===== config.mk =====
export PLATFORM = sky130hd
export DESIGN_NAME = sorted_priority_queue
export DESIGN_NICKNAME = d
export VERILOG_FILES = /design/src/rtl/spq_pkg.sv /design/src/rtl/spq_dp.sv /design/src/rtl/spq_ctrl.sv /design/src/rtl/sorted_priority_queue.sv
export SDC_FILE = /design/constraint.sdc
export NUM_CORES = 2
export LEC_CHECK = 0
export ABC_AREA = 1
export BUFFER_PORTS_ARGS = -buffer_cell sky130_fd_sc_hd__buf_4
export CAP_MARGIN = 10
export CORE_MARGIN = 2
export CORE_UTILIZATION = 64
export CTS_CLUSTER_DIAMETER = 100
export DETAILED_ROUTE_END_ITERATION = 10
export PLACE_DENSITY = 0.78
export SLEW_MARGIN = 0
export SYNTH_ARGS = -nofsm -noshare
export SYNTH_HDL_FRONTEND = slang
export SYNTH_SLANG_ARGS = --single-unit

===== constraint.sdc =====
create_clock -name clk -period 5.31 [get_ports clk]
set_input_delay 0.7965 -clock clk [delete_from_list [all_inputs] [get_ports clk]]
set_output_delay 0.7965 -clock clk [all_outputs]
set_load 0.1 [all_outputs]

===== src/rtl/spq_pkg.sv =====
// shared types and constants for the sorted priority queue
package spq_pkg;

  localparam int CAPACITY_DEF = 16;
  localparam int DATA_W       = 32;
  localparam int MODE_W       = 2;
  localparam int POS_W        = 4;
  localparam int LEN_W        = 5;
  localparam int RES_W        = 1 + POS_W + DATA_W + 1 + LEN_W;
  localparam int OUT_TDATA_W  = ((RES_W + 7) / 8) * 8;

  typedef enum logic [MODE_W-1:0] {
    OP_INSERT = 2'd0,
    OP_REMOVE = 2'd1,
    OP_FIND   = 2'd2
  } op_t;

  typedef enum logic {
    ST_IDLE = 1'b0,
    ST_EXEC = 1'b1
  } state_t;

  typedef struct packed {
    logic load;    // capture word and compare against stored entries
    logic commit;  // shift array, update count, register result
  } cmd_t;

endpackage


===== src/rtl/spq_dp.sv =====
// datapath: sorted entry array, parallel compare flags, count and result register
module spq_dp #(
  parameter int CAPACITY = spq_pkg::CAPACITY_DEF
) (
  input  logic                               clk,
  input  logic                               rst_n,
  input  spq_pkg::cmd_t                      cmd,
  input  logic [spq_pkg::MODE_W-1:0]         in_mode,
  input  logic signed [spq_pkg::DATA_W-1:0]  in_value,
  output logic                               res_success,
  output logic [spq_pkg::POS_W-1:0]          res_position,
  output logic signed [spq_pkg::DATA_W-1:0]  res_head,
  output logic                               res_empty,
  output logic [spq_pkg::LEN_W-1:0]          res_length
);

  localparam int IDX_W = $clog2(CAPACITY);
  localparam int CNT_W = $clog2(CAPACITY + 1);

  logic [spq_pkg::DATA_W-1:0]        ent_r   [CAPACITY];
  logic [spq_pkg::DATA_W-1:0]        ent_nxt [CAPACITY];
  logic [CNT_W-1:0]                  count_r, count_nxt;
  logic [spq_pkg::MODE_W-1:0]        op_r;
  logic signed [spq_pkg::DATA_W-1:0] val_r;
  logic [CAPACITY-1:0]               gt_r, gt_nxt;
  logic [CAPACITY-1:0]               eq_r, eq_nxt;

  logic [CAPACITY-1:0] bnd;
  logic [IDX_W-1:0]    pos_idx;
  logic                hit;
  logic                full;
  logic                ok;
  logic [31:0]         pos_w;
  logic [31:0]         len_w;

  // per-entry compare, entries past the count never flag
  always_comb begin
    for (int i = 0; i < CAPACITY; i++) begin
      gt_nxt[i] = (CNT_W'(i) < count_r) && ($signed(ent_r[i]) > in_value);
      eq_nxt[i] = (CNT_W'(i) < count_r) && (ent_r[i] == in_value);
    end
  end

  // gt flags form a prefix, so the boundary is one-hot (or empty when the queue is full and all are larger)
  always_comb begin
    for (int i = 0; i < CAPACITY; i++) begin
      if (i == 0) begin
        bnd[i] = ~gt_r[i];
      end else begin
        bnd[i] = gt_r[i-1] & ~gt_r[i];
      end
    end
    pos_idx = '0;
    for (int i = 0; i < CAPACITY; i++) begin
      if (bnd[i]) begin
        pos_idx = pos_idx | IDX_W'(i);
      end
    end
  end

  assign hit  = |(bnd & eq_r);
  assign full = (count_r == CNT_W'(CAPACITY));

  always_comb begin
    ent_nxt   = ent_r;
    count_nxt = count_r;
    ok        = 1'b0;
    unique case (op_r)
      spq_pkg::OP_INSERT: begin
        if (!full) begin
          ok        = 1'b1;
          count_nxt = count_r + CNT_W'(1);
          for (int i = 0; i < CAPACITY; i++) begin
            if (bnd[i]) begin
              ent_nxt[i] = val_r;
            end
          end
          for (int i = 1; i < CAPACITY; i++) begin
            if (!gt_r[i] && !bnd[i]) begin
              ent_nxt[i] = ent_r[i-1];
            end
          end
        end
      end
      spq_pkg::OP_REMOVE: begin
        if (hit) begin
          ok        = 1'b1;
          count_nxt = count_r - CNT_W'(1);
          for (int i = 0; i < CAPACITY - 1; i++) begin
            if (!gt_r[i]) begin
              ent_nxt[i] = ent_r[i+1];
            end
          end
        end
      end
      spq_pkg::OP_FIND: begin
        ok = hit;
      end
      default: begin
        ok = 1'b0;
      end
    endcase
  end

  assign pos_w = ok ? 32'(pos_idx) : 32'd0;
  assign len_w = 32'(count_nxt);

  always_ff @(posedge clk) begin
    if (!rst_n) begin
      count_r <= '0;
    end else if (cmd.commit) begin
      count_r <= count_nxt;
    end
  end

  always_ff @(posedge clk) begin
    if (cmd.load) begin
      op_r  <= in_mode;
      val_r <= in_value;
      gt_r  <= gt_nxt;
      eq_r  <= eq_nxt;
    end
    if (cmd.commit) begin
      ent_r        <= ent_nxt;
      res_success  <= ok;
      res_position <= pos_w[spq_pkg::POS_W-1:0];
      res_head     <= (count_nxt != '0) ? $signed(ent_nxt[0]) : '0;
      res_empty    <= (count_nxt == '0);
      res_length   <= len_w[spq_pkg::LEN_W-1:0];
    end
  end

endmodule


===== src/rtl/spq_ctrl.sv =====
// controller: two-state sequencer and output handshake
module spq_ctrl (
  input  logic          clk,
  input  logic          rst_n,
  input  logic          in_tvalid,
  output logic          in_tready,
  output logic          out_tvalid,
  input  logic          out_tready,
  output spq_pkg::cmd_t cmd
);

  spq_pkg::state_t state_r, state_nxt;
  logic            out_valid_r, out_valid_nxt;

  always_ff @(posedge clk) begin
    if (!rst_n) begin
      state_r     <= spq_pkg::ST_IDLE;
      out_valid_r <= 1'b0;
    end else begin
      state_r     <= state_nxt;
      out_valid_r <= out_valid_nxt;
    end
  end

  always_comb begin
    state_nxt     = state_r;
    cmd           = '0;
    in_tready     = 1'b0;
    out_valid_nxt = out_valid_r & ~out_tready;
    unique case (state_r)
      spq_pkg::ST_IDLE: begin
        in_tready = 1'b1;
        if (in_tvalid) begin
          cmd.load  = 1'b1;
          state_nxt = spq_pkg::ST_EXEC;
        end
      end
      spq_pkg::ST_EXEC: begin
        // result register must be free or emptying this cycle
        if (!out_valid_r || out_tready) begin
          cmd.commit    = 1'b1;
          out_valid_nxt = 1'b1;
          state_nxt     = spq_pkg::ST_IDLE;
        end
      end
      default: begin
        state_nxt = spq_pkg::ST_IDLE;
      end
    endcase
  end

  assign out_tvalid = out_valid_r;

endmodule


===== src/rtl/sorted_priority_queue.sv =====
// Sorted priority queue of signed 32-bit values, largest at position 0, holding up to
// CAPACITY entries. For each input word (mode in in_tuser, value in in_tdata), in the
// accept cycle the value is compared against every stored entry at once and the flags
// are registered; in the execute state after it, the entry array shifts by one place on
// a successful insert or remove and the result word is loaded into the output register.
// The next word is accepted while that result waits to be taken, but not during the
// execute state; a stalled output holds that state until the result register frees.
// Entries past the length never affect a result, so no clearing is needed after reset.
module sorted_priority_queue #(
  parameter int CAPACITY = spq_pkg::CAPACITY_DEF
) (
  input  logic                            clk,
  input  logic                            rst_n,
  input  logic                            in_tvalid,
  output logic                            in_tready,
  input  logic [spq_pkg::DATA_W-1:0]      in_tdata,   // value
  input  logic [spq_pkg::MODE_W-1:0]      in_tuser,   // mode
  output logic                            out_tvalid,
  input  logic                            out_tready,
  output logic [spq_pkg::OUT_TDATA_W-1:0] out_tdata   // success, position, head_value,
                                                      // is_empty, length, zero fill
);

  spq_pkg::cmd_t                     cmd;
  logic                              success;
  logic [spq_pkg::POS_W-1:0]         position;
  logic signed [spq_pkg::DATA_W-1:0] head_value;
  logic                              is_empty;
  logic [spq_pkg::LEN_W-1:0]         length;

  spq_ctrl u_ctrl (
    .clk        (clk),
    .rst_n      (rst_n),
    .in_tvalid  (in_tvalid),
    .in_tready  (in_tready),
    .out_tvalid (out_tvalid),
    .out_tready (out_tready),
    .cmd        (cmd)
  );

  spq_dp #(
    .CAPACITY (CAPACITY)
  ) u_dp (
    .clk          (clk),
    .rst_n        (rst_n),
    .cmd          (cmd),
    .in_mode      (in_tuser),
    .in_value     ($signed(in_tdata)),
    .res_success  (success),
    .res_position (position),
    .res_head     (head_value),
    .res_empty    (is_empty),
    .res_length   (length)
  );

  assign out_tdata = {{(spq_pkg::OUT_TDATA_W - spq_pkg::RES_W){1'b0}},
                      length, is_empty, head_value, position, success};

  // no two words are accepted back to back
  a_busy_after_accept: assert property (@(posedge clk) disable iff (!rst_n)
    in_tvalid && in_tready |=> !in_tready)
    else $error("input accepted on back-to-back cycles");

  // an empty queue reports zero length and a zero head
  a_empty_status: assert property (@(posedge clk) disable iff (!rst_n)
    out_tvalid && is_empty |-> (length == '0) && (head_value == '0))
    else $error("empty result with nonzero length or head");

  // a failed operation reports position zero
  a_fail_position: assert property (@(posedge clk) disable iff (!rst_n)
    out_tvalid && !success |-> (position == '0))
    else $error("failed operation with nonzero position");

  // a new result only appears after the sequencer left its idle state
  a_result_source: assert property (@(posedge clk) disable iff (!rst_n)
    $rose(out_tvalid) |-> $past(!in_tready))
    else $error("result raised without an operation in progress");

endmodule


### Word level (Yosys, flattened, before mapping)

Index checks and enable logic that the tools add are counted.

| cells by class | value |
|---|---|
| $add $sub $neg | 2 |
| magnitude comparators | 32 |
| equality and inequality tests | 49 |
| mux-type cells | 79 |
| bitwise operators | 36 |
| reduce and logical (&&, ||, !) cells | 100 |

Operator list:

| cell | count |
|---|---|
| 2-to-1 mux 32 bit | 46 |
| one-hot mux 480 bit (2 select lines) | 1 |
| equality test 32 bit | 16 |
| greater-than comparator 32 bit | 16 |
| 2-to-1 mux 512 bit | 1 |
| 2-to-1 mux 480 bit | 1 |
| AND reduction 6 bit | 14 |
| logical AND 1 bit | 47 |
| inequality test 3 x 1 -> 1 bit (second input constant) | 14 |
| less-than comparator 4 x 5 -> 1 bit (first input constant) | 8 |
| 2-to-1 mux 4 bit | 8 |
| zero test 1 bit | 31 |
| inequality test 2 bit (second input constant) | 15 |
| less-than comparator 3 x 5 -> 1 bit (first input constant) | 4 |
| inverter 1 bit | 19 |
| AND 1 bit | 16 |
| AND 16 bit | 1 |
| OR reduction 16 bit | 1 |
| 2-to-1 mux 3 bit | 4 |
| 2-to-1 mux 1 bit | 11 |
| less-than comparator 1 x 5 -> 1 bit (first input constant) | 2 |
| less-than comparator 2 x 5 -> 1 bit (first input constant) | 2 |
| 2-to-1 mux 5 bit | 2 |
| one-hot mux 5 bit (2 select lines) | 1 |
| other kinds (15) | 17 |

| storage, ports and cells | value |
|---|---|
| register bits after elaboration | 628 |
| word-level logic and storage cells | 326 |

### Longest topological paths before layout

| logic depth | value |
|---|---|
| depth in word-level cells | 17 |
| depth in mapped cells | 16 |
| mapped depth without buffers | 14 |

### Hierarchy

From an unflattened synthesis, not the netlist that was laid out.

| unflattened totals | value |
|---|---|
| cell total of the unflattened synthesis | 4925 |
| area, all modules | 42628.4 µm² |

By module, submodules not included:

| module | instances | cells an instance | area an instance (µm²) | seq. area each (µm²) |
|---|---|---|---|---|
| spq_dp | 1 | 4906 | 42488.2 | 18748.0 |
| spq_ctrl | 1 | 11 | 83.8 | 40.0 |
| sorted_priority_queue | 1 | 8 | 56.3 | 0.0 |

### Worst setup path after synthesis

Ideal clock, no wire load.

| path | value |
|---|---|
| kind | register to register |
| start | register u_dp.count_r[1] |
| end | register u_dp.ent_r[0] (netlist name), enable pin |
| data arrival time | 3.713 ns |
| required time | 4.849 ns |
| slack | 1.136 ns |
| stages on the path, launching flop included | 9 |
| buffers on the path | 3 |
| clock period less this slack | 4.174 ns |
| cells stage by stage | dfxtp_1 -> clkbuf_1 -> inv_1 -> ha_1 -> nand3_1 -> nand2_2 -> clkbuf_1 -> clkbuf_1 -> nor3_1 |

| between the ends | value |
|---|---|
| longest elaborated chain between the ends | 3 |

RTL lines:

| what | line | text |
|---|---|---|
| start: declaration | spq_dp.sv:22 | `logic [CNT_W-1:0] count_r, count_nxt;` |
| start signal: assignment | spq_dp.sv:112 | `count_r <= count_nxt;` |
| equality test 5 bit | spq_dp.sv:62 | `assign full = (count_r == CNT_W'(CAPACITY));` |
| inverter 1 bit (no source line) | -- |  |
| AND reduction 4 bit (no source line) | -- |  |
| end signal: assignment | spq_dp.sv:124 | `ent_r <= ent_nxt;` |
| end: declaration | spq_dp.sv:20 | `logic [spq_pkg::DATA_W-1:0] ent_r [CAPACITY];` |

Every way passes these cells.
A chain may end at the register's enable or synchronous reset.

### Final worst setup path

| path | value |
|---|---|
| start | register u_dp.gt_r[11] |
| end | register u_dp.res_head[1] (netlist name) (data pin) |

| between the ends | value |
|---|---|
| longest elaborated chain between the ends | 7 |
| elaborated cells between the ends (all ways) | 10 |

RTL lines:

| what | line | text |
|---|---|---|
| start: declaration | spq_dp.sv:25 | `logic [CAPACITY-1:0] gt_r, gt_nxt;` |
| start signal: assignment | spq_dp.sv:120 | `gt_r <= gt_nxt;` |
| inverter 1 bit | spq_dp.sv:50 | `bnd[i] = gt_r[i-1] & ~gt_r[i];` |
| AND 1 bit | spq_dp.sv:50 |  |
| AND 16 bit * | spq_dp.sv:61 | `assign hit = \|(bnd & eq_r);` |
| OR reduction 16 bit * | spq_dp.sv:61 |  |
| 2-to-1 mux 5 bit | spq_dp.sv:86 | `if (hit) begin` |
| one-hot mux 5 bit (2 select lines) | spq_dp.sv:68 | `unique case (op_r)` |
| nonzero test 5 bit | spq_dp.sv:127 | `res_head <= (count_nxt != '0) ? $signed(ent_nxt[0]) : '0;` |
| end signal: assignment | spq_dp.sv:127 |  |
| end: declaration | spq_dp.sv:12 | `output logic signed [spq_pkg::DATA_W-1:0] res_head,` |

Mark *: on every way between the ends. The rest lies on a longest branch, timed or not. The select of a mux whose other input is x is not followed.

==> flow_summary.ini <==
[synthesis]
synth-edff-count = 621
ys_types = 41
ys.flop_type = edfxtp_1
synth_area_um2 = 42600
avgSynthCellArea_um2 = 8.738
async_flop_share_pct = 0
ys_ff_latch = 628
ys_warn_count = 0
synth_cells = 4875
ys_seq_area_share_pct = 44.10

[clock_tree]
cts_setup_buffers = 0
clock_sinks = 628
clock_latency_ps = 640
clock_path_buffers = 3
ctsResizeCount = 0
cts_tree = done
htree_levels = 3
cts-root-buf = clkbuf_16
numCtsBuffers = 72
clk_pin_slew_worst_paths_ps = 60
hold_buffers = 0

[floorplanning]
start_util_pct = 64.68
core_um2 = 65860
num_rows = 94
die_y_um = 262.0
die_area_um2 = 68640
fp.dieW_um = 262.0
ios = 88

[detailed_routing]
drt_iter0_markers = 6934
viasPerCell = 6.643
wl_mm = 136.7
drc = 0
dr.pass1.iters = 9
ant_nets = 0
wl_per_cell_um = 23.76
num_vias = 38208

[power_and_ir_drop]
power.density_nw_per_um2 = 296.5
p_leak_uw = 0.01963
ir_drop_mv = 0.1714

[placed_design]
dp_cells = 5619
numPortBuffers = 82
globalplace.congestion = 1.061
place_area_um2 = 43950
dp_hpwl_mm = 96.59

[job]
max_cap_viol_count = 0

[grt]
overflow = 0
grt_pass1_vias = 34611
antenna_found_initial = 2
grt_max_degree = 225
grt_pass1_wl_mm = 203.8
grtUsageTotal_pct = 39.09

[min_path]
hp-class = in -> reg

[cells_and_area]
synthToLayoutAreaGrowth_pct = 8.662
mostFrequentLayoutCell = nand2_1
n_antenna_cell = 0
drive_gt1_share_pct = 6.117
stdcell_area_um2 = 46290
layout_common_cells = nand2_1, inv_1, edfxtp_1
final_cells = 5752
num-fill-cells = 5012
nets = 5387

[timing]
fin_tns_setup_ps = 0
slew_viol_final = 0
fin_crit_ps = 3862
slew_headroom_pct = 25.18
period_share_pct = 72.74
fmaxAchievable_mhz = 258.9
rsz0062_at_grt = no
setup_violations = 0
skew_ps = 23.60
worstMarginPinSlew_ps = 1122
hold_viol_final = 0

[critical_path]
required_ps = 5690
critical_path_class = reg -> reg
critPathArrivalTime_ps = 4240
cp_max_fo = 36
start_kind = flop
cp-end-kind = flop

[run_status]
outcome = finished clean
[per-stage QoR]
step / total power (uW) / setup slack, ps / hold slack, ps / util [%]
2_1_floorplan: 7885 / 1136 / 525.1 / -
3_3_place_gp: 8606 / 1661 / 478.0 / 66.73
3_5_place_dp: 8688 / 1625 / 509.8 / 66.73
4_1_cts: 13600 / 1629 / 338.4 / 70.24
5_1_grt: 14140 / 1309 / 348.2 / 70.28
6_report: 13720 / 1448 / 343.5 / 70.28
[state kept, by name, summed over array words and instances, names as in the netlist]
register / cells
u_dp.res_success: 1
u_dp.op_r: 2
u_dp.val_r: 32
u_dp.count_r: 5
u_dp.gt_r: 16
u_dp.ent_r: 512
u_dp.res_length: 5
u_dp.res_position: 4
u_dp.eq_r: 16
u_ctrl.out_tvalid: 1
u_dp.res_empty: 1
u_ctrl.state_r: 1
u_dp.res_head: 32
[final cells by class]
type	instances	area [um2]	share of cell area, %
inverter	640	2404	5.192
tap	864	1081	2.335
multi-input combinational	3340	20550	44.40
clock inverter	49	401.6	0.8677
timing repair buffer	148	1156	2.498
clock buffer	83	1907	4.119
sequential	628	18790	40.59
[final timing paths]
kind                          start           endpoint  cells after the start  slack, ps
setup reg to reg      u_dp.gt_r[11]   u_dp.res_head[1]                     13       1450
setup / recovery      u_dp.gt_r[11]   u_dp.res_head[1]                     13       1450
hold reg to reg   u_ctrl.out_tvalid  u_ctrl.out_tvalid                      2        520
hold / removal         in_tdata[15]     u_dp.val_r[15]                      1        340
[report_power, final]
group / leakage, uW / switching, uW / internal, uW
Sequential: 0.00585 / 231 / 5780
Combinational: 0.0127 / 1920 / 778
Clock: 0.00112 / 2140 / 2870
Total: 0.0196 / 4300 / 9430
[Yosys cell counts, types with 14 or more instances]
master	count	area share, %
buf_2	58	0.68
edfxtp_1	621	44
nand4_1	78	1.1
nand2_1	847	7.5
nor2_1	188	1.7
nor3_1	46	0.54
o21ai_0	608	7.1
o211ai_1	85	1.5
ha_1	519	15
a21oi_1	312	3.7
o22ai_1	384	5.6
a211oi_1	14	0.25
nor4_1	17	0.25
o21a_1	21	0.37
inv_1	634	5.6
clkbuf_1	196	1.7
nand3_1	175	2.1
[kinds of logic (layout without fill, tap and decap cells)]
group | after synthesis | count (layout) | synth area share, %
other cells | 1 | 5 | 0.008803
xor+xnor | 3 | 3 | 0.06169
simple gates | 1369 | 1369 | 13.43
fa+ha+maj | 519 | 519 | 15.24
buf+inv | 911 | 920 | 8.262
flops | 628 | 628 | 44.10
compound gates | 1444 | 1444 | 18.89
[worst max-delay path: stages, from the launching register on]
cell	delay [ps]
edfxtp_1	590
inv_1	110
nand3_1	90
nand2_1	60
nor2_1	310
nand2_1	250
nor2_4	260
inv_2	320
nand2_8	340
nand2_1	110
a21oi_2	190
nand3_2	620
nand2_1	280
inv_1	60
[routing by layer]
layer	vias to the layer above	share of wire (%)	wire, um	global-route usage [%]
met5	-	0.030	41	0
met4	4	4.0	5525	15.19
met3	356	15	21150	8.893
met2	2976	41	55680	54.19
met1	17583	40	54290	59.13
li1	17289	-	-	-
Power figures use the tool's default switching activity.
